[src/rtl/prqd_pkg.sv]
// Package for the priority ready-queue dispatcher.
// Holds queue entry type, command and status codes, and controller/datapath structs.
// No dependencies.
`default_nettype none
package prqd_pkg;

  // operation codes of an input item
  localparam logic [1:0] CMD_INSERT   = 2'd0;
  localparam logic [1:0] CMD_REMOVE   = 2'd1;
  localparam logic [1:0] CMD_DISPATCH = 2'd2;

  // result status codes
  localparam logic [1:0] ST_OK        = 2'd0;
  localparam logic [1:0] ST_FULL      = 2'd1;
  localparam logic [1:0] ST_NOT_FOUND = 2'd2;
  localparam logic [1:0] ST_EMPTY     = 2'd3;

  typedef struct packed {
    logic [3:0] id;
    logic [2:0] pri;
  } entry_t;

  // how returning read data is used
  typedef enum logic [1:0] {
    MODE_NONE,
    MODE_MATCH,
    MODE_MIN,
    MODE_SHIFT
  } dp_mode_e;

  // write port source
  typedef enum logic [2:0] {
    WR_NONE,
    WR_SHIFT,
    WR_NEW,
    WR_AT_TGT,
    WR_TAIL,
    WR_HEAD
  } wr_sel_e;

  typedef enum logic [1:0] {
    CNT_HOLD,
    CNT_INC,
    CNT_DEC
  } cnt_op_e;

  typedef struct packed {
    logic       latch;        // capture id and priority of the accepted item
    logic       scan_start;   // load scan pointer
    logic       scan_from_one;
    logic       shift_start;  // load pointer with target + 1
    logic       rd_en;
    dp_mode_e   mode;
    wr_sel_e    wr_sel;
    cnt_op_e    cnt_op;
    logic       out_load;
    logic [1:0] status;
  } dp_cmd_t;

  typedef struct packed {
    logic empty;
    logic single;
    logic full;
    logic rd_more;  // pointer still below the entry count
    logic rd_vld;
    logic hit;
    logic last;
    logic better;
    logic equal;
  } dp_stat_t;

endpackage
`default_nettype wire

[src/rtl/prqd_req_if.sv]
// Request channel of the dispatcher: valid/ready handshake and command payload.
// No dependencies.
`default_nettype none
interface prqd_req_if;
  logic       valid;
  logic       ready;
  logic [1:0] cmd;
  logic [3:0] task_id;
  logic [2:0] task_priority;
  logic       rotate;

  modport source (output valid, cmd, task_id, task_priority, rotate, input ready);
  modport sink   (input valid, cmd, task_id, task_priority, rotate, output ready);
endinterface
`default_nettype wire

[src/rtl/prqd_rsp_if.sv]
// Result channel of the dispatcher: valid/ready handshake and result payload.
// CNT_W must equal $clog2(MAX_TASKS + 1) of the dispatcher.
`default_nettype none
interface prqd_rsp_if #(
  parameter int CNT_W = 5
);
  logic             valid;
  logic             ready;
  logic [1:0]       status;
  logic [3:0]       running_id;
  logic [CNT_W-1:0] occupancy;

  modport source (output valid, status, running_id, occupancy, input ready);
  modport sink   (input valid, status, running_id, occupancy, output ready);
endinterface
`default_nettype wire

[src/rtl/prqd_dpath.sv]
// Datapath of the dispatcher: queue memory, head copy, scan pointer, best tracker,
// entry count and result register. Uses prqd_pkg; driven by prqd_ctrl.
`default_nettype none
module prqd_dpath #(
  parameter int MAX_TASKS = 16,
  parameter int AW        = $clog2(MAX_TASKS),
  parameter int CW        = $clog2(MAX_TASKS + 1)
) (
  input  wire logic              clk_i,
  input  wire logic              rst_ni,
  input  wire logic [3:0]        task_id_i,
  input  wire logic [2:0]        task_priority_i,
  input  wire prqd_pkg::dp_cmd_t cmd_i,
  output prqd_pkg::dp_stat_t     stat_o,
  output logic [1:0]             status_o,
  output logic [3:0]             running_id_o,
  output logic [CW-1:0]          occupancy_o
);

  prqd_pkg::entry_t mem [MAX_TASKS];

  prqd_pkg::entry_t new_q, head_q, best_q, rd_data_q;
  prqd_pkg::entry_t wr_data;
  logic [AW-1:0]    rd_idx_q, tgt_q, wr_addr;
  logic [CW-1:0]    idx_q, count_q, count_m1;
  logic             rd_vld_q, best_vld_q, wr_en;
  logic [1:0]       status_q;
  logic [3:0]       running_id_q;
  logic [CW-1:0]    occupancy_q;

  assign count_m1 = count_q - CW'(1);

  // write port selection
  always_comb begin
    wr_en   = 1'b0;
    wr_addr = '0;
    wr_data = head_q;
    case (cmd_i.wr_sel)
      prqd_pkg::WR_SHIFT: begin
        wr_en   = rd_vld_q;
        wr_addr = rd_idx_q - AW'(1);
        wr_data = rd_data_q;
      end
      prqd_pkg::WR_NEW: begin
        wr_en   = 1'b1;
        wr_addr = count_q[AW-1:0];
        wr_data = new_q;
      end
      prqd_pkg::WR_AT_TGT: begin
        wr_en   = 1'b1;
        wr_addr = tgt_q;
        wr_data = head_q;
      end
      prqd_pkg::WR_TAIL: begin
        wr_en   = 1'b1;
        wr_addr = count_m1[AW-1:0];
        wr_data = head_q;
      end
      prqd_pkg::WR_HEAD: begin
        wr_en   = 1'b1;
        wr_addr = '0;
        wr_data = best_q;
      end
      default: wr_en = 1'b0;
    endcase
  end

  // queue memory: one write, one registered read per cycle
  always_ff @(posedge clk_i) begin
    if (wr_en) begin
      mem[wr_addr] <= wr_data;
    end
    if (cmd_i.rd_en) begin
      rd_data_q <= mem[idx_q[AW-1:0]];
      rd_idx_q  <= idx_q[AW-1:0];
    end
  end

  // payload registers
  always_ff @(posedge clk_i) begin
    if (cmd_i.latch) begin
      new_q <= '{id: task_id_i, pri: task_priority_i};
    end
    if (wr_en && wr_addr == '0) begin
      head_q <= wr_data;
    end
    if (rd_vld_q && cmd_i.mode == prqd_pkg::MODE_MATCH && stat_o.hit) begin
      tgt_q <= rd_idx_q;
    end
    if (rd_vld_q && cmd_i.mode == prqd_pkg::MODE_MIN &&
        (!best_vld_q || rd_data_q.pri < best_q.pri)) begin
      best_q <= rd_data_q;
      tgt_q  <= rd_idx_q;
    end
    if (cmd_i.out_load) begin
      status_q     <= cmd_i.status;
      running_id_q <= (count_q != '0) ? head_q.id : 4'd0;
      occupancy_q  <= count_q;
    end
  end

  // control state
  always_ff @(posedge clk_i or negedge rst_ni) begin
    if (!rst_ni) begin
      count_q    <= '0;
      idx_q      <= '0;
      rd_vld_q   <= 1'b0;
      best_vld_q <= 1'b0;
    end else begin
      rd_vld_q <= cmd_i.rd_en;
      if (cmd_i.scan_start) begin
        idx_q      <= cmd_i.scan_from_one ? CW'(1) : '0;
        best_vld_q <= 1'b0;
      end else if (cmd_i.shift_start) begin
        idx_q <= CW'(tgt_q) + CW'(1);
      end else if (cmd_i.rd_en) begin
        idx_q <= idx_q + CW'(1);
      end
      if (rd_vld_q && cmd_i.mode == prqd_pkg::MODE_MIN) begin
        best_vld_q <= 1'b1;
      end
      case (cmd_i.cnt_op)
        prqd_pkg::CNT_INC: count_q <= count_q + CW'(1);
        prqd_pkg::CNT_DEC: count_q <= count_m1;
        default:           count_q <= count_q;
      endcase
    end
  end

  always_comb begin
    stat_o.empty   = (count_q == '0);
    stat_o.single  = (count_q == CW'(1));
    stat_o.full    = (count_q == CW'(MAX_TASKS));
    stat_o.rd_more = (idx_q < count_q);
    stat_o.rd_vld  = rd_vld_q;
    stat_o.hit     = rd_vld_q && (rd_data_q.id == new_q.id);
    stat_o.last    = rd_vld_q && (CW'(rd_idx_q) == count_m1);
    stat_o.better  = (best_q.pri < head_q.pri);
    stat_o.equal   = (best_q.pri == head_q.pri);
  end

  assign status_o     = status_q;
  assign running_id_o = running_id_q;
  assign occupancy_o  = occupancy_q;

endmodule
`default_nettype wire

[src/rtl/prqd_ctrl.sv]
// Controller of the dispatcher: sequences search, minimum scan, shift and writes.
// Uses prqd_pkg; commands prqd_dpath.
`default_nettype none
module prqd_ctrl (
  input  wire logic               clk_i,
  input  wire logic               rst_ni,
  input  wire logic               req_valid_i,
  output logic                    req_ready_o,
  input  wire logic [1:0]         req_cmd_i,
  input  wire logic               req_rotate_i,
  output logic                    rsp_valid_o,
  input  wire logic               rsp_ready_i,
  input  wire prqd_pkg::dp_stat_t stat_i,
  output prqd_pkg::dp_cmd_t       cmd_o
);

  localparam logic [3:0] S_IDLE   = 4'd0;
  localparam logic [3:0] S_SRCH   = 4'd1;
  localparam logic [3:0] S_MIN    = 4'd2;
  localparam logic [3:0] S_DECIDE = 4'd3;
  localparam logic [3:0] S_PREP   = 4'd4;
  localparam logic [3:0] S_SHIFT  = 4'd5;
  localparam logic [3:0] S_SWAP   = 4'd6;
  localparam logic [3:0] S_TAIL   = 4'd7;
  localparam logic [3:0] S_HEAD   = 4'd8;
  localparam logic [3:0] S_NEW    = 4'd9;
  localparam logic [3:0] S_FIN    = 4'd10;

  logic [3:0] state_q, state_d;
  logic [1:0] op_q, op_d;
  logic       rot_q, rot_d;
  logic [1:0] st_q, st_d;
  logic       rsp_valid_q, rsp_valid_d;
  logic       accept;

  assign req_ready_o = (state_q == S_IDLE);
  assign accept      = req_valid_i && req_ready_o;
  assign rsp_valid_o = rsp_valid_q;

  always_comb begin
    state_d     = state_q;
    op_d        = op_q;
    rot_d       = rot_q;
    st_d        = st_q;
    rsp_valid_d = rsp_valid_q && !rsp_ready_i;
    cmd_o       = '{latch: 1'b0, scan_start: 1'b0, scan_from_one: 1'b0,
                    shift_start: 1'b0, rd_en: 1'b0, mode: prqd_pkg::MODE_NONE,
                    wr_sel: prqd_pkg::WR_NONE, cnt_op: prqd_pkg::CNT_HOLD,
                    out_load: 1'b0, status: st_q};
    unique case (state_q)
      S_IDLE: begin
        if (accept) begin
          cmd_o.latch = 1'b1;
          op_d        = req_cmd_i;
          rot_d       = req_rotate_i;
          st_d        = prqd_pkg::ST_OK;
          state_d     = S_FIN;
          case (req_cmd_i)
            prqd_pkg::CMD_INSERT: begin
              if (stat_i.full) begin
                st_d = prqd_pkg::ST_FULL;
              end else if (stat_i.empty) begin
                state_d = S_NEW;
              end else begin
                cmd_o.scan_start = 1'b1;
                state_d          = S_SRCH;
              end
            end
            prqd_pkg::CMD_REMOVE: begin
              if (stat_i.empty) begin
                st_d = prqd_pkg::ST_NOT_FOUND;
              end else begin
                cmd_o.scan_start = 1'b1;
                state_d          = S_SRCH;
              end
            end
            prqd_pkg::CMD_DISPATCH: begin
              if (stat_i.empty) begin
                st_d = prqd_pkg::ST_EMPTY;
              end else if (!stat_i.single) begin
                cmd_o.scan_start    = 1'b1;
                cmd_o.scan_from_one = 1'b1;
                state_d             = S_MIN;
              end
            end
            default: state_d = S_FIN;
          endcase
        end
      end
      S_SRCH: begin
        cmd_o.mode  = prqd_pkg::MODE_MATCH;
        cmd_o.rd_en = stat_i.rd_more && !stat_i.hit;
        if (stat_i.hit) begin
          state_d = (op_q == prqd_pkg::CMD_REMOVE) ? S_PREP : S_FIN;
        end else if (stat_i.last) begin
          if (op_q == prqd_pkg::CMD_REMOVE) begin
            st_d    = prqd_pkg::ST_NOT_FOUND;
            state_d = S_FIN;
          end else begin
            state_d = S_NEW;
          end
        end
      end
      S_MIN: begin
        cmd_o.mode  = prqd_pkg::MODE_MIN;
        cmd_o.rd_en = stat_i.rd_more;
        if (stat_i.last) begin
          state_d = S_DECIDE;
        end
      end
      S_DECIDE: begin
        if (stat_i.better) begin
          state_d = S_SWAP;
        end else if (rot_q && stat_i.equal) begin
          cmd_o.shift_start = 1'b1;
          state_d           = S_SHIFT;
        end else begin
          state_d = S_FIN;
        end
      end
      S_PREP: begin
        cmd_o.shift_start = 1'b1;
        state_d           = S_SHIFT;
      end
      S_SHIFT: begin
        cmd_o.mode   = prqd_pkg::MODE_SHIFT;
        cmd_o.rd_en  = stat_i.rd_more;
        cmd_o.wr_sel = prqd_pkg::WR_SHIFT;
        if (!stat_i.rd_more && !stat_i.rd_vld) begin
          if (op_q == prqd_pkg::CMD_REMOVE) begin
            cmd_o.cnt_op = prqd_pkg::CNT_DEC;
            state_d      = S_FIN;
          end else begin
            state_d = S_TAIL;
          end
        end
      end
      S_SWAP: begin
        cmd_o.wr_sel = prqd_pkg::WR_AT_TGT;
        state_d      = S_HEAD;
      end
      S_TAIL: begin
        cmd_o.wr_sel = prqd_pkg::WR_TAIL;
        state_d      = S_HEAD;
      end
      S_HEAD: begin
        cmd_o.wr_sel = prqd_pkg::WR_HEAD;
        state_d      = S_FIN;
      end
      S_NEW: begin
        cmd_o.wr_sel = prqd_pkg::WR_NEW;
        cmd_o.cnt_op = prqd_pkg::CNT_INC;
        state_d      = S_FIN;
      end
      S_FIN: begin
        if (!rsp_valid_q || rsp_ready_i) begin
          cmd_o.out_load = 1'b1;
          rsp_valid_d    = 1'b1;
          state_d        = S_IDLE;
        end
      end
      default: state_d = S_IDLE;
    endcase
  end

  always_ff @(posedge clk_i or negedge rst_ni) begin
    if (!rst_ni) begin
      state_q     <= S_IDLE;
      op_q        <= prqd_pkg::CMD_INSERT;
      rot_q       <= 1'b0;
      st_q        <= prqd_pkg::ST_OK;
      rsp_valid_q <= 1'b0;
    end else begin
      state_q     <= state_d;
      op_q        <= op_d;
      rot_q       <= rot_d;
      st_q        <= st_d;
      rsp_valid_q <= rsp_valid_d;
    end
  end

endmodule
`default_nettype wire

[src/rtl/priority_ready_queue_dispatcher.sv]
// Priority ready-queue dispatcher: a queue of (task id, priority) entries, entry 0
// running. Request channel req_i: cmd insert / remove / dispatch, task_id,
// task_priority, rotate. Result channel rsp_o: status, running_id, occupancy.
// One result item per request item, in order.
// Works on one item at a time: req_i.ready is high only while idle.
// Full insert, remove/dispatch on empty, single-entry dispatch and the unused command go
// from accept straight to the result state. Every entry visit is one read of the queue
// memory (one read, one write port), so the search, the minimum scan and the gap-closing
// shift visit the entries one after another. Entry 0 is mirrored in a register so the
// running id is always at hand.
// Reset empties the queue (count to zero); memory contents are not cleared and
// need no clearing pass, as only entries below the count are ever read.
// The result sits in an output register; while rsp_o.ready is low the result is
// held and a finished item waits in its last state until the register frees.
// Uses prqd_pkg, prqd_req_if, prqd_rsp_if, prqd_ctrl and prqd_dpath.
`default_nettype none
module priority_ready_queue_dispatcher #(
  parameter int MAX_TASKS = 16
) (
  input  wire logic  clk_i,
  input  wire logic  rst_ni,
  prqd_req_if.sink   req_i,
  prqd_rsp_if.source rsp_o
);

  localparam int AW = $clog2(MAX_TASKS);
  localparam int CW = $clog2(MAX_TASKS + 1);

  prqd_pkg::dp_cmd_t  dp_cmd;
  prqd_pkg::dp_stat_t dp_stat;
  logic [CW-1:0]      occupancy;

  // sequencing: one item from accept to result
  prqd_ctrl u_ctrl (
    .clk_i        (clk_i),
    .rst_ni       (rst_ni),
    .req_valid_i  (req_i.valid),
    .req_ready_o  (req_i.ready),
    .req_cmd_i    (req_i.cmd),
    .req_rotate_i (req_i.rotate),
    .rsp_valid_o  (rsp_o.valid),
    .rsp_ready_i  (rsp_o.ready),
    .stat_i       (dp_stat),
    .cmd_o        (dp_cmd)
  );

  // queue storage, scan and result register
  prqd_dpath #(
    .MAX_TASKS (MAX_TASKS),
    .AW        (AW),
    .CW        (CW)
  ) u_dpath (
    .clk_i           (clk_i),
    .rst_ni          (rst_ni),
    .task_id_i       (req_i.task_id),
    .task_priority_i (req_i.task_priority),
    .cmd_i           (dp_cmd),
    .stat_o          (dp_stat),
    .status_o        (rsp_o.status),
    .running_id_o    (rsp_o.running_id),
    .occupancy_o     (occupancy)
  );

  assign rsp_o.occupancy = occupancy;

endmodule
`default_nettype wire

[src/flat_wrapper.sv]
// flat-port wrapper written by rule: the top's interface ports become plain ports
module priority_ready_queue_dispatcher_flat 
#(
  parameter int MAX_TASKS = 16
)
  (clk_i, rst_ni, req_i_valid, req_i_cmd, req_i_task_id, req_i_task_priority, req_i_rotate, req_i_ready, rsp_o_valid, rsp_o_status, rsp_o_running_id, rsp_o_occupancy, rsp_o_ready);
  prqd_req_if req_i_i ();
  prqd_rsp_if #(.CNT_W((5))) rsp_o_i ();
  input  wire logic clk_i;
  input  wire logic rst_ni;
  input wire logic [$bits(req_i_i.valid)-1:0] req_i_valid;
  input wire logic [$bits(req_i_i.cmd)-1:0] req_i_cmd;
  input wire logic [$bits(req_i_i.task_id)-1:0] req_i_task_id;
  input wire logic [$bits(req_i_i.task_priority)-1:0] req_i_task_priority;
  input wire logic [$bits(req_i_i.rotate)-1:0] req_i_rotate;
  output wire logic [$bits(req_i_i.ready)-1:0] req_i_ready;
  output wire logic [$bits(rsp_o_i.valid)-1:0] rsp_o_valid;
  output wire logic [$bits(rsp_o_i.status)-1:0] rsp_o_status;
  output wire logic [$bits(rsp_o_i.running_id)-1:0] rsp_o_running_id;
  output wire logic [$bits(rsp_o_i.occupancy)-1:0] rsp_o_occupancy;
  input wire logic [$bits(rsp_o_i.ready)-1:0] rsp_o_ready;
  assign req_i_i.valid = req_i_valid;
  assign req_i_i.cmd = req_i_cmd;
  assign req_i_i.task_id = req_i_task_id;
  assign req_i_i.task_priority = req_i_task_priority;
  assign req_i_i.rotate = req_i_rotate;
  assign req_i_ready = req_i_i.ready;
  assign rsp_o_valid = rsp_o_i.valid;
  assign rsp_o_status = rsp_o_i.status;
  assign rsp_o_running_id = rsp_o_i.running_id;
  assign rsp_o_occupancy = rsp_o_i.occupancy;
  assign rsp_o_i.ready = rsp_o_ready;
  priority_ready_queue_dispatcher #(.MAX_TASKS(MAX_TASKS)) u_core (.clk_i(clk_i), .rst_ni(rst_ni), .req_i(req_i_i), .rsp_o(rsp_o_i));
endmodule
[config.mk]
export PLATFORM = sky130hd
export DESIGN_NAME = priority_ready_queue_dispatcher_flat
export DESIGN_NICKNAME = d
export VERILOG_FILES = /design/src/rtl/prqd_pkg.sv /design/src/rtl/prqd_req_if.sv /design/src/rtl/prqd_rsp_if.sv /design/src/rtl/prqd_dpath.sv /design/src/rtl/prqd_ctrl.sv /design/src/rtl/priority_ready_queue_dispatcher.sv /design/src/flat_wrapper.sv
export SDC_FILE = /design/constraint.sdc
export NUM_CORES = 1
export LEC_CHECK = 0
export BUFFER_PORTS_ARGS = -buffer_cell sky130_fd_sc_hd__buf_2
export CAP_MARGIN = 20
export CORE_AREA = 2 2 137 139
export CTS_BUF_LIST = sky130_fd_sc_hd__clkbuf_8
export DETAILED_ROUTE_END_ITERATION = 10
export DIE_AREA = 0 0 139 141
export PLACE_DENSITY = 0.64
export SYNTH_ARGS = -nofsm -noshare
export SYNTH_HDL_FRONTEND = slang
export SYNTH_SLANG_ARGS = --single-unit
[constraint.sdc]
create_clock -name clk_i -period 2.6 [get_ports clk_i]
set_input_delay 0.39 -clock clk_i [delete_from_list [all_inputs] [get_ports clk_i]]
set_output_delay 0.39 -clock clk_i [all_outputs]
set_load 0.01 [all_outputs]
==> results of run 1 <==
==> cell type report <==
type / count / area, um^2
tap: 234 / 293
timing repair buffer: 82 / 569
sequential: 174 / 5120
clock buffer: 17 / 234
multi-input combinational: 308 / 2750
clock inverter: 15 / 173
fill: 1533 / 9040
inverter: 25 / 93.8
==> worst max path at each step <==
| stage | endpoint | slack, ns | startpoint |
|---|---|---|---|
| finish | u_core.u_dpath.idx_q[2] | -0.02 | u_core.u_dpath.best_q[1] |
| detailed placement | u_core.u_dpath.idx_q[2] | 0.006 | u_core.u_dpath.best_q[1] |
| global route | u_core.u_dpath.idx_q[2] | -0.09 | u_core.u_dpath.best_q[1] |
| CTS | u_core.u_dpath.idx_q[2] | 0.04 | u_core.u_dpath.best_q[1] |
| global placement | u_core.u_dpath.idx_q[2] | 0.07 | u_core.u_dpath.head_q[1] |
| floorplan | u_core.u_dpath.idx_q[2] | 0.005 | u_core.u_dpath.best_q[1] |
==> synth_stat cells, types with 2 or more instances <==
library cell               count
sky130_fd_sc_hd__o31ai_1       3
sky130_fd_sc_hd__dfrtp_1      22
sky130_fd_sc_hd__clkbuf_1     10
sky130_fd_sc_hd__mux2i_1      11
sky130_fd_sc_hd__xnor3_1       2
sky130_fd_sc_hd__ha_1         18
sky130_fd_sc_hd__o21ai_0      14
sky130_fd_sc_hd__a22o_1        2
sky130_fd_sc_hd__nor4_1        3
sky130_fd_sc_hd__nand2_1      31
sky130_fd_sc_hd__a22oi_1       2
sky130_fd_sc_hd__inv_1        23
sky130_fd_sc_hd__nor4b_1       2
sky130_fd_sc_hd__mux4_2       35
sky130_fd_sc_hd__a21o_1        2
sky130_fd_sc_hd__o21ai_1       3
sky130_fd_sc_hd__a221oi_1      2
sky130_fd_sc_hd__and3_1        4
sky130_fd_sc_hd__a21oi_1      17
sky130_fd_sc_hd__nand3_1       4
sky130_fd_sc_hd__a221o_1      10
sky130_fd_sc_hd__a21boi_0      4
sky130_fd_sc_hd__and2_1        3
sky130_fd_sc_hd__and3b_1       2
sky130_fd_sc_hd__xor2_1        7
sky130_fd_sc_hd__buf_2        15
sky130_fd_sc_hd__a31oi_1       3
sky130_fd_sc_hd__nor2b_1      13
sky130_fd_sc_hd__nand2b_1     10
sky130_fd_sc_hd__o311a_1       2
sky130_fd_sc_hd__nor3b_1       4
sky130_fd_sc_hd__a32o_1        2
sky130_fd_sc_hd__nor3_1       13
sky130_fd_sc_hd__xnor2_1      11
sky130_fd_sc_hd__edfxtp_1    152
sky130_fd_sc_hd__nor2_1       39
sky130_fd_sc_hd__nand4_1       2
==> what timing repair did <==
action / in CTS / in global routing
gates resized for setup: 1 / 13
setup endpoints to repair: 1 / 50
buffers inserted: 0 / 4
hold buffers: 1 / 0
endpoints found under the hold margin: 22 / 0
pin swaps: 0 / 5
==> cell families (layout without fill, tap and decap cells) <==
logic type               count (synthesis)  in the layout  synth area share
flip-flops                             174            174             0.637
AND/OR/NAND/NOR                        142            142            0.0945
adder cells (fa/ha/maj)                 18             18            0.0280
multiplexers                            47             47             0.113
AO/OA/AOI/OAI                           81             81            0.0749
XOR/XNOR                                20             20            0.0252
buffers and inverters                   52            139            0.0276
==> per-layer routing <==
| layer | share of wire | vias up | global-route usage |
|---|---|---|---|
| met2 | 0.49 | 172 | 0.301 |
| li1 | - | 2218 | - |
| met4 | 0.021 | 0 | 0.0627 |
| met5 | 0 | - | 0 |
| met1 | 0.44 | 2461 | 0.242 |
| met3 | 0.053 | 27 | 0.0367 |
==> per-stage QoR <==
| stage | worst slack (ns) | utilization |
|---|---|---|
| global route | -0.0949 | 0.505 |
| finish | -0.0165 | 0.505 |
| CTS | 0.0390 | 0.501 |
| floorplan | 0.00521 | - |
| global placement | 0.0653 | 0.478 |
| detailed placement | 0.00623 | 0.478 |
==> critical path, delay by kind of cell, from the launching register on <==
family / cells / cell delay, ns
flip-flops: 1 / 0.41
AO/OA/AOI/OAI: 3 / 0.96
multiplexers: 1 / 0.33
adder cells (fa/ha/maj): 2 / 0.51
AND/OR/NAND/NOR: 2 / 0.30
==> registers in the layout, indices dropped and copies added, names as in the netlist, 5 cells and up <==
| signal | cells |
|---|---|
| u_core.u_dpath.mem | 107 |
| u_core.u_dpath.best_q | 7 |
| u_core.u_dpath.new_q | 7 |
| u_core.u_dpath.rd_data_q | 7 |
| u_core.u_dpath.count_q | 5 |
| u_core.u_dpath.head_q | 5 |
| u_core.u_dpath.idx_q | 5 |
| u_core.u_dpath.occupancy_o | 5 |
==> power by group <==
group / total [mW] / leakage, nW / switching (mW) / internal (mW)
Clock: 1.90 / 0.203 / 1.09 / 0.809
Combinational: 3.98 / 1.47 / 2.20 / 1.77
Sequential: 4.16 / 1.65 / 0.311 / 3.85
==> cells in the final DEF, fill, tap and decap left out, types with 17 or more instances in the layout <==
cell type                  instances
sky130_fd_sc_hd__a21oi_1          17
sky130_fd_sc_hd__buf_2            26
sky130_fd_sc_hd__edfxtp_1        152
sky130_fd_sc_hd__inv_1            24
sky130_fd_sc_hd__buf_4            53
sky130_fd_sc_hd__dfrtp_1          21
sky130_fd_sc_hd__nand2_1          30
sky130_fd_sc_hd__mux4_2           35
sky130_fd_sc_hd__nor2_1           39
sky130_fd_sc_hd__clkbuf_8         17
==> out/metrics.csv, run 1 <==
metric,value,unit
cell types with the largest area share after synthesis,"sky130_fd_sc_hd__edfxtp_1 (57%), sky130_fd_sc_hd__mux4_2 (9.8%), sky130_fd_sc_hd__dfrtp_1 (6.9%), sky130_fd_sc_hd__ha_1 (2.8%), sky130_fd_sc_hd__nor2_1 (1.8%)",
placed cell areas,8730,um^2
type of the setup path with the least slack,reg2reg,
category of the worst setup path launch point,register,
biggest area consumer among synthesized cells,sky130_fd_sc_hd__edfxtp_1,
maximum number of pins on one net before global-route repair,34,
HPWL after detailed placement,12200,um
total gr overflow,0,
final-report hold violation count,0,
CTS buffer count,17,
fraction of post-synthesis cell area in the top cell type by area,0.568,
Post-Place Cells,818,
Remaining DRCs,0,
HP Class,in2reg,
post-route minimum period,2.62,ns
total nets after synthesis,566,
worst hold-check slack,0.0945,ns
type of destination of the critical path,register,
global placement routability congestion,0.925,
fraction of layout instances using a drive strength above 1,0.274,
source-to-sink clock delay at the later pin of the worst-skew pair,0.46,ns
total count of max-transition violations in the final report,0,
P&R area growth vs syn,14.8,%
CTS H-Tree Depth,4,
power density cells,1090,nW/um^2
number of distinct library cells after synthesis,69,
CP Cell Sequence,ha_1 -> nor2b_4 -> o31a_1 -> a41o_1 -> mux2_4 -> ha_4 -> and3b_1 -> o311a_1,
Yosys warning total,0,
count of final setup violators,1,
wire length per cell after detailed routing,20.2,um
vias per cell,5.71,
number of buffers on the longest clock path,2,
number of standard-cell rows in the floorplan,50,
hold path depth,1,
launch instance of the worst register-to-register path,u_core.u_dpath.best_q[1],
syn_area_per_cell,15.0,um^2
max-capacitance violation count,0,
antenna violations before repair,0,
final antenna-violating net count,0,
setup repair after global routing missed its margin,true,
core area,18300,um^2
number of buffer cells added on primary ports,26,
DIE AREA,19600,um^2
area of the mapped netlist,8040,um^2
worst slew margin relative to its limit,0.565,
skew final,0.0128,ns
TritonCTS clock tree,built,
destination of the worst register-to-register timing path,u_core.u_dpath.idx_q[2],
horizontal extent of the die,139,um
final standard cell area without fillers,9230,um^2
initial DRC count,382,
synthesized flop and latch total,174,
number of global-route vias before repair,4926,
post-route setup TNS,-0.0165,ns
portion of the post-synthesis area used by sequential elements,0.637,
post-route setup slack,-0.0165,ns
WHS Endpoint,u_core.u_dpath.new_q[4],
routed wire length,17300,um
main flop type after synthesis,sky130_fd_sc_hd__edfxtp_1,
"slowest stage cell, crit path",sky130_fd_sc_hd__edfxtp_1,
maximum vdd ir drop,481,uV
FMAX,382,MHz
CP max stage delay,0.41,ns
start point of the worst min-delay path,req_i_task_id[1],
Die Y-Extent,141,um
total via count in the routed design,4878,
required time at the worst-slack endpoint,2.94,ns
fin crit share,1.01,
global-route wire length before repair,27400,um
highest fanout seen on the critical path,5,
GRT Overall Usage,0.182,
number of cells produced by synthesis,534,
number of cells on the worst reg-to-reg path,8,
fraction of registers with async set or reset after synthesis,0.126,
count of flip-flops with a built-in enable after synthesis,152,
initial core utilization,0.440,
final instance count without filler cells,855,
total power after layout,10.0,mW
flop-to-flop setup slack,-0.02,ns
slew at the pin closest to its max-slew limit,0.652,ns
antenna diode count,0,
total I/O pin count,27,
violated checks,negative setup slack,
number of clock sinks,174,
Root Buffer Master,sky130_fd_sc_hd__clkbuf_8,
final layout net count,640,
length of the first detailed-routing pass in iterations,5,
CTS clock-pin slew for the worst setup and hold paths,0.10,ns
Leakage Power,3.32,nW
status,finished with violations,
Worst EP arrival,2.96,ns
(Power assumes the default switching activity.)
==> inputs of run 2 (changes only) <==
SETUP_SLACK_MARGIN = 0.2   (was default)
==> run 2 against run 1 <==
Effect of this change:
- the run now ends clean
- maximum frequency up 3.2%
- design area up 1.3%
- clock skew up 0.0095 ns
- sequential share of layout area down 0.66 points
- power up 1.1%
- core utilization up 0.66 points
==> out/metrics.csv, run 2 (same netlist as run 1, synthesis figures left out) <==
metric,value,unit,change
total I/O pin count,27,,unchanged
core area,18300,um^2,unchanged
"leading cell type in the layout, fill and taps excluded",sky130_fd_sc_hd__edfxtp_1,,unchanged
register bank with the most flops,u_core.u_dpath.mem,,unchanged
number of buffers on the longest clock path,2,,unchanged
Root Buffer Master,sky130_fd_sc_hd__clkbuf_8,,unchanged
total via count in the routed design,4904,,was 4878
Die Y-Extent,141,um,unchanged
fin crit share,0.975,,was 1.01
HPWL after detailed placement,12400,um,was 12200 um
Remaining DRCs,0,,unchanged
maximum vdd ir drop,509,uV,was 481 uV
worst slew margin relative to its limit,0.565,,about the same
worst hold-check slack,0.0959,ns,was 0.0945 ns
setup repair after global routing missed its margin,true,,unchanged
Leakage Power,3.34,nW,was 3.32 nW
final antenna-violating net count,0,,unchanged
total count of max-transition violations in the final report,0,,unchanged
skew final,0.0223,ns,was 0.0128 ns
number of buffer cells added on primary ports,26,,unchanged
Internal Power,6.42,mW,was 6.43 mW
type of the setup path with the least slack,reg2reg,,unchanged
Setup WS pre-CTS,0.0201,ns,was 0.00623 ns
GRT Overall Usage,0.185,,was 0.182
number of standard-cell rows in the floorplan,50,,unchanged
power density cells,1090,nW/um^2,about the same
beginning of the critical path,u_core.u_dpath.best_q[1],,unchanged
final-report hold violation count,0,,unchanged
highest fanout seen on the critical path,6,,was 5
CTS buffer count,17,,unchanged
maximum number of pins on one net before global-route repair,34,,unchanged
"commonest non-fill, non-tap cells in the layout","sky130_fd_sc_hd__edfxtp_1 (152), sky130_fd_sc_hd__buf_4 (56), sky130_fd_sc_hd__nor2_1 (38)",,"was sky130_fd_sc_hd__edfxtp_1 (152), sky130_fd_sc_hd__buf_4 (53), sky130_fd_sc_hd__nor2_1 (39)"
global-route wire length before repair,27800,um,was 27400 um
vias per cell,5.72,,was 5.71
max-capacitance violation count,0,,unchanged
status,"complete, no violations",,was finished with violations
CTS clock-pin slew for the worst setup and hold paths,0.11,ns,was 0.10 ns
flop-to-flop setup slack,0.06,ns,was -0.02 ns
HP Class,in2reg,,unchanged
crit path capture,u_core.u_dpath.idx_q[2],,unchanged
total power after layout,10.1,mW,was 10.0 mW
Worst EP arrival,2.88,ns,was 2.96 ns
FMAX,394,MHz,was 382 MHz
total gr overflow,0,,unchanged
number of global-route vias before repair,5108,,was 4926
required time at the worst-slack endpoint,2.94,ns,about the same
slew at the pin closest to its max-slew limit,0.652,ns,about the same
switching power,3.73,mW,was 3.61 mW
number of clock sinks,174,,unchanged
antenna diode count,0,,unchanged
CP max stage delay,0.42,ns,was 0.41 ns
final layout net count,643,,was 640
TritonCTS clock tree,built,,unchanged
initial DRC count,341,,was 382
launch instance of the worst register-to-register path,u_core.u_dpath.best_q[1],,unchanged
P&R area growth vs syn,16.3,%,was 14.8%
global placement routability congestion,0.897,,was 0.925
routed wire length,17700,um,was 17300 um
count of final setup violators,0,,was 1
proportion of power drawn by combinational gates,0.408,,was 0.396
CP Cell Sequence,ha_1 -> nor2b_4 -> o31a_1 -> a41o_4 -> mux2_4 -> ha_4 -> buf_4 -> xnor2_2 -> nand2_1 -> o311a_1,,was ha_1 -> nor2b_4 -> o31a_1 -> a41o_1 -> mux2_4 -> ha_4 -> and3b_1 -> o311a_1
destination of the worst register-to-register timing path,u_core.u_dpath.idx_q[2],,unchanged
Sw Share,0.367,,was 0.359
post-route setup TNS,0,ns,was -0.0165 ns
"slowest stage cell, crit path",sky130_fd_sc_hd__edfxtp_1,,unchanged
post-route minimum period,2.54,ns,was 2.62 ns
Clk pwr share,0.180,,was 0.189
CTS H-Tree Depth,4,,unchanged
category of the worst setup path launch point,register,,unchanged
source-to-sink clock delay at the later pin of the worst-skew pair,0.47,ns,was 0.46 ns
Post-Place Cells,815,,was 818
fraction of layout instances using a drive strength above 1,0.304,,was 0.274
antenna violations before repair,0,,unchanged
length of the first detailed-routing pass in iterations,4,,was 5
post-route setup slack,0.0639,ns,was -0.0165 ns
type of destination of the critical path,register,,unchanged
wire length per cell after detailed routing,20.6,um,was 20.2 um
initial core utilization,0.440,,unchanged
number of cells on the worst reg-to-reg path,10,,was 8
DIE AREA,19600,um^2,unchanged
sequential cell fraction of total power,0.411,,was 0.414
"flip-flop count of the largest register, all copies and words added",107,,unchanged
horizontal extent of the die,139,um,unchanged
final instance count without filler cells,858,,was 855
==> run 2: worst min-delay path by stage <==
stage / startpoint / end / slack [ns] / cells past startpoint
global route: req_i_task_id[2] / u_core.u_dpath.new_q[5] / 0.07 / 1
floorplan: rst_ni / u_core.u_ctrl.op_q[0] / 0.09 / 0
CTS: req_i_task_id[2] / u_core.u_dpath.new_q[5] / 0.07 / 1
finish: req_i_task_id[2] / u_core.u_dpath.new_q[5] / 0.1 / 1
detailed placement: rst_ni / u_core.u_ctrl.rsp_valid_o / 0.42 / 1
global placement: rst_ni / u_core.u_ctrl.rsp_valid_o / 0.42 / 1
==> run 2: stage by stage <==
step / util / instance area (um^2)
2_1_floorplan: - / 8060
3_3_place_gp: 0.477 / 8720
3_5_place_dp: 0.477 / 8720
4_1_cts: 0.502 / 9170
5_1_grt: 0.512 / 9350
6_report: 0.512 / 9350
==> run 2: worst max-delay path: cells and delay by family (launching register included) <==
kind	cells	cell delay (ns)
compound gates	3	0.69
xor+xnor	1	0.14
fa+ha+maj	2	0.51
buf+inv	1	0.14
flops	1	0.42
mux	1	0.32
simple gates	2	0.22
==> run 2: area by class of cell <==
type                       instances  area [um^2]
tap                              234          293
inverter                          25         93.8
fill                            1488         8920
timing repair buffer              85          592
multi-input combinational        308         2840
sequential                       174         5120
clock buffer                      17          234
clock inverter                    15          171
==> run 2: power by group through the flow <==
stage	logic (mW)	clock network [mW]	registers [mW]
floorplan	2.77	0	4.11
finish	4.14	1.83	4.18
CTS	3.96	1.88	4.16
global placement	3.78	0	4.21
detailed placement	3.92	0	4.22
global route	4.49	1.99	4.22
==> run 2: layer usage <==
layer  routed length [um]  part of all wire  global-route usage  vias to the layer above
li1                     -                 -                   -                     2224
met1                 7480              0.42               0.234                     2492
met2                 8820              0.50               0.309                      151
met3                  896             0.051              0.0469                       37
met4                  470             0.027              0.0707                        0
met5                    0                 0                   0                        -
==> run 2: timing repair <==
| action | 4_1_cts | 5_1_grt |
|---|---|---|
| setup endpoints to repair | 119 | 128 |
| resized for setup | 8 | 25 |
| pin swaps | 0 | 5 |
| hold endpoints to repair | 22 | 0 |
| buffers inserted | 1 | 9 |
| hold buffers | 1 | 0 |
==> inputs of run 3 (changes only) <==
ABC_AREA = 1   (was default)
CORE_AREA = 2 2 134 136   (was 2 2 137 139)
DIE_AREA = 0 0 136 138   (was 0 0 139 141)
PLACE_DENSITY = 0.69   (was 0.64)
SYNTH_HIERARCHICAL = 1   (was default)
==> run 3 against run 2 <==
Effect of this change:
- combinational power grew 44%
- via count grew 33%
- first-iteration DRC count grew 130%
- power grew 21%
- maximum frequency grew 4.3%
- register-to-register slack gained 0.10 ns
- flip-flop and latch count is the same
- design area grew 8.5%
- wire length grew 18%
- core utilization grew 6.6 points
- worst hold slack gained 0.0015 ns
- critical endpoint is now u_core/u_dpath/mem[14][5]
- largest cell class unchanged
==> out/metrics.csv, run 3 <==
metric,value,unit,change
number of buffers on the longest clock path,2,,unchanged
Setup WS pre-CTS,0.118,ns,was 0.0201 ns
Die Y-Extent,138,um,was 141 um
number of distinct library cells after synthesis,40,,was 69
fin crit share,0.936,,was 0.975
GRT Overall Usage,0.221,,was 0.185
sequential cell area,5120,um^2,about the same
max-capacitance violation count,0,,unchanged
Internal Power,6.96,mW,was 6.42 mW
post-route minimum period,2.43,ns,was 2.54 ns
number of cells on the worst reg-to-reg path,13,,was 10
total gr overflow,0,,unchanged
fraction of registers with async set or reset after synthesis,0.126,,unchanged
post-route setup slack,0.168,ns,was 0.0639 ns
initial core utilization,0.483,,was 0.440
fraction of post-synthesis cell area in the top cell type by area,0.539,,was 0.568
power density cells,1210,nW/um^2,was 1090 nW/um^2
cell types with the largest area share after synthesis,"sky130_fd_sc_hd__edfxtp_1 (54%), sky130_fd_sc_hd__nor2_1 (8.2%), sky130_fd_sc_hd__dfrtp_1 (6.5%), sky130_fd_sc_hd__nand2_1 (6.3%), sky130_fd_sc_hd__o21ai_0 (4.1%)",,"was sky130_fd_sc_hd__edfxtp_1 (57%), sky130_fd_sc_hd__mux4_2 (9.8%), sky130_fd_sc_hd__dfrtp_1 (6.9%), sky130_fd_sc_hd__ha_1 (2.8%), sky130_fd_sc_hd__nor2_1 (1.8%)"
source-to-sink clock delay at the later pin of the worst-skew pair,0.46,ns,was 0.47 ns
number of buffer cells added on primary ports,26,,unchanged
count of final setup violators,0,,unchanged
worst slew margin relative to its limit,0.510,,was 0.565
number of standard-cell rows in the floorplan,49,,was 50
initial DRC count,773,,was 341
count of flip-flops with a built-in enable after synthesis,152,,unchanged
TritonCTS clock tree,built,,unchanged
DIE AREA,18800,um^2,was 19600 um^2
Remaining DRCs,0,,unchanged
"flip-flop count of the largest register, all copies and words added",107,,unchanged
antenna diode count,0,,unchanged
syn_area_per_cell,9.73,um^2,was 15.0 um^2
portion of the post-synthesis area used by sequential elements,0.604,,was 0.637
type of the setup path with the least slack,reg2reg,,unchanged
setup repair after global routing missed its margin,true,,unchanged
vias per cell,5.45,,was 5.72
most common library cells after synthesis,"sky130_fd_sc_hd__nor2_1 (186), sky130_fd_sc_hd__edfxtp_1 (152), sky130_fd_sc_hd__nand2_1 (143), sky130_fd_sc_hd__inv_1 (75), sky130_fd_sc_hd__o21ai_0 (70)",,"was sky130_fd_sc_hd__edfxtp_1 (152), sky130_fd_sc_hd__nor2_1 (39), sky130_fd_sc_hd__mux4_2 (35), sky130_fd_sc_hd__nand2_1 (31), sky130_fd_sc_hd__inv_1 (23)"
final-report hold violation count,0,,unchanged
slew at the pin closest to its max-slew limit,0.735,ns,was 0.652 ns
total count of max-transition violations in the final report,0,,unchanged
fillcell total,1460,,was 1488
total nets after synthesis,903,,was 566
fraction of layout instances using a drive strength above 1,0.247,,was 0.304
type of destination of the critical path,register,,unchanged
most common cell in the netlist,sky130_fd_sc_hd__nor2_1,,was sky130_fd_sc_hd__edfxtp_1
total via count in the routed design,6540,,was 4904
Yosys warning total,6,,was 0
final instance count without filler cells,1200,,was 858
wire length per cell after detailed routing,17.4,um,was 20.6 um
footprint of the multi-input gates,3270,um^2,was 2840 um^2
Clk pwr share,0.152,,was 0.180
FMAX,411,MHz,was 394 MHz
hold path depth,1,,unchanged
maximum number of pins on one net before global-route repair,61,,was 34
P&R area growth vs syn,19.7,%,was 16.3%
required time at the worst-slack endpoint,2.78,ns,was 2.94 ns
sequential cell fraction of total power,0.364,,was 0.411
HP Class,in2reg,,unchanged
Post-Place Cells,1148,,was 815
worst hold-check slack,0.0974,ns,was 0.0959 ns
number of global-route vias before repair,6184,,was 5108
horizontal extent of the die,136,um,was 139 um
routed wire length,20900,um,was 17700 um
biggest area consumer among synthesized cells,sky130_fd_sc_hd__edfxtp_1,,unchanged
total I/O pin count,27,,unchanged
Leakage Power,4.04,nW,was 3.34 nW
global placement routability congestion,0.901,,was 0.897
main flop type after synthesis,sky130_fd_sc_hd__edfxtp_1,,unchanged
Sw Share,0.435,,was 0.367
highest fanout seen on the critical path,7,,was 6
Worst EP arrival,2.61,ns,was 2.88 ns
core area,17500,um^2,was 18300 um^2
CTS H-Tree Depth,4,,unchanged
antenna violations before repair,0,,unchanged
maximum vdd ir drop,574,uV,was 509 uV
HPWL after detailed placement,13700,um,was 12400 um
final layout net count,992,,was 643
global-route wire length before repair,32100,um,was 27800 um
status,"complete, no violations",,unchanged
"leading cell type in the layout, fill and taps excluded",sky130_fd_sc_hd__nor2_1,,was sky130_fd_sc_hd__edfxtp_1
CTS buffer count,17,,unchanged
synthesized flop and latch total,174,,unchanged
number of clock sinks,174,,unchanged
category of the worst setup path launch point,register,,unchanged
proportion of power drawn by combinational gates,0.484,,was 0.408
final antenna-violating net count,0,,unchanged
length of the first detailed-routing pass in iterations,5,,was 4
switching power,5.35,mW,was 3.73 mW
number of cells produced by synthesis,870,,was 534
CTS clock-pin slew for the worst setup and hold paths,0.10,ns,was 0.11 ns
total power after layout,12.3,mW,was 10.1 mW
"commonest non-fill, non-tap cells in the layout","sky130_fd_sc_hd__nor2_1 (164), sky130_fd_sc_hd__edfxtp_1 (152), sky130_fd_sc_hd__nand2_1 (129)",,"was sky130_fd_sc_hd__edfxtp_1 (152), sky130_fd_sc_hd__buf_4 (56), sky130_fd_sc_hd__nor2_1 (38)"
Root Buffer Master,sky130_fd_sc_hd__clkbuf_8,,unchanged
skew final,0.0170,ns,was 0.0223 ns
register bank with the most flops,u_core/u_dpath/mem,,was u_core.u_dpath.mem
post-route setup TNS,0,ns,unchanged
area of the mapped netlist,8470,um^2,was 8040 um^2
-- run 3: changes by cell type in the layout (fill, tap and decap cells not counted), moves of 12 or more --
cell	delta
sky130_fd_sc_hd__nand3_1	+58
sky130_fd_sc_hd__nor2_4	+17
sky130_fd_sc_hd__nor2_1	+126
sky130_fd_sc_hd__inv_2	+12
sky130_fd_sc_hd__nor2_2	+15
sky130_fd_sc_hd__mux4_2	-35
sky130_fd_sc_hd__buf_6	+19
sky130_fd_sc_hd__nand2_2	+20
sky130_fd_sc_hd__o21ai_0	+54
sky130_fd_sc_hd__nand2_1	+100
sky130_fd_sc_hd__inv_1	+45
-- run 3: layout make-up --
type	count	share of cell area
flip-flops and latches	174	0.505
inverters	82	0.0306
clock buffers	17	0.0231
multi-input cells	585	0.322
clock inverters	14	0.0151
well taps	229	0.0283
repair buffers	99	0.0758
-- run 3: metrics by stage --
| stage | instance area (um^2) | utilization |
|---|---|---|
| after floorplan | 8470 | - |
| after global routing | 10100 | 0.578 |
| after global placement | 9150 | 0.522 |
| after CTS | 9660 | 0.551 |
| final | 10100 | 0.578 |
| after detailed placement | 9150 | 0.522 |
-- run 3: final timing paths --
check	from	end	slack, ns
max in group asynchronous	rst_ni	u_core/u_dpath/count_q[2]	1.74
min reg2reg	u_core/u_ctrl/st_q[1]	u_core/u_dpath/status_o[1]	0.46
min	req_i_task_priority[1]	u_core/u_dpath/new_q[1]	0.1
max	u_core/u_ctrl/state_q[1]	u_core/u_dpath/mem[14][5]	0.17
max reg2reg	u_core/u_ctrl/state_q[1]	u_core/u_dpath/mem[14][5]	0.17
min in group asynchronous	rst_ni	u_core/u_ctrl/state_q[3]	0.45
-- run 3: routing by layer --
metal | GRT usage | part of all wire | vias to the layer above
li1 | - | - | 3118
met1 | 0.313 | 0.45 | 3152
met2 | 0.348 | 0.47 | 236
met3 | 0.0447 | 0.061 | 34
met4 | 0.0598 | 0.021 | 0
met5 | 0 | 0 | -
-- run 3: what timing repair did --
action	in CTS	in global routing
hold endpoints to repair	22	0
resized for setup	14	106
pin swaps	3	22
hold buffers	1	0
gates cloned	0	2
buffers inserted	8	10
endpoints found under the setup margin	130	218
-- run 3: power groups by stage --
stage          logic (mW)  clock network [mW]  registers, mW
2_1_floorplan        3.30                   0           4.44
3_3_place_gp         4.99                   0           4.49
3_5_place_dp         5.08                   0           4.51
4_1_cts              5.25                1.91           4.45
5_1_grt              6.54                2.02           4.52
6_report             5.96                1.87           4.48
-- run 3: critical path, stage by stage (launching register included) --
cell and delay (ns):
sky130_fd_sc_hd__dfrtp_2 0.47, sky130_fd_sc_hd__inv_2 0.11, sky130_fd_sc_hd__nand2_4 0.07, sky130_fd_sc_hd__nor2_4 0.11, sky130_fd_sc_hd__nand3b_1 0.25, sky130_fd_sc_hd__inv_2 0.12, sky130_fd_sc_hd__nor2_4 0.20, sky130_fd_sc_hd__nand3b_1 0.12
sky130_fd_sc_hd__nand2_2 0.10, sky130_fd_sc_hd__inv_2 0.05, sky130_fd_sc_hd__nand2_4 0.08, sky130_fd_sc_hd__nand3_4 0.15, sky130_fd_sc_hd__nor2_1 0.13, sky130_fd_sc_hd__buf_4 0.18
-- run 3: kinds of logic (layout without fill, tap and decap cells) --
| group | count (synthesis) | count (layout) | synth area share |
|---|---|---|---|
| adder cells (fa/ha/maj) | 19 | 19 | 0.0281 |
| XOR/XNOR | 7 | 7 | 0.00724 |
| AO/OA/AOI/OAI | 113 | 113 | 0.0749 |
| buffers and inverters | 111 | 212 | 0.0541 |
| AND/OR/NAND/NOR | 446 | 446 | 0.232 |
| flip-flops | 174 | 174 | 0.604 |
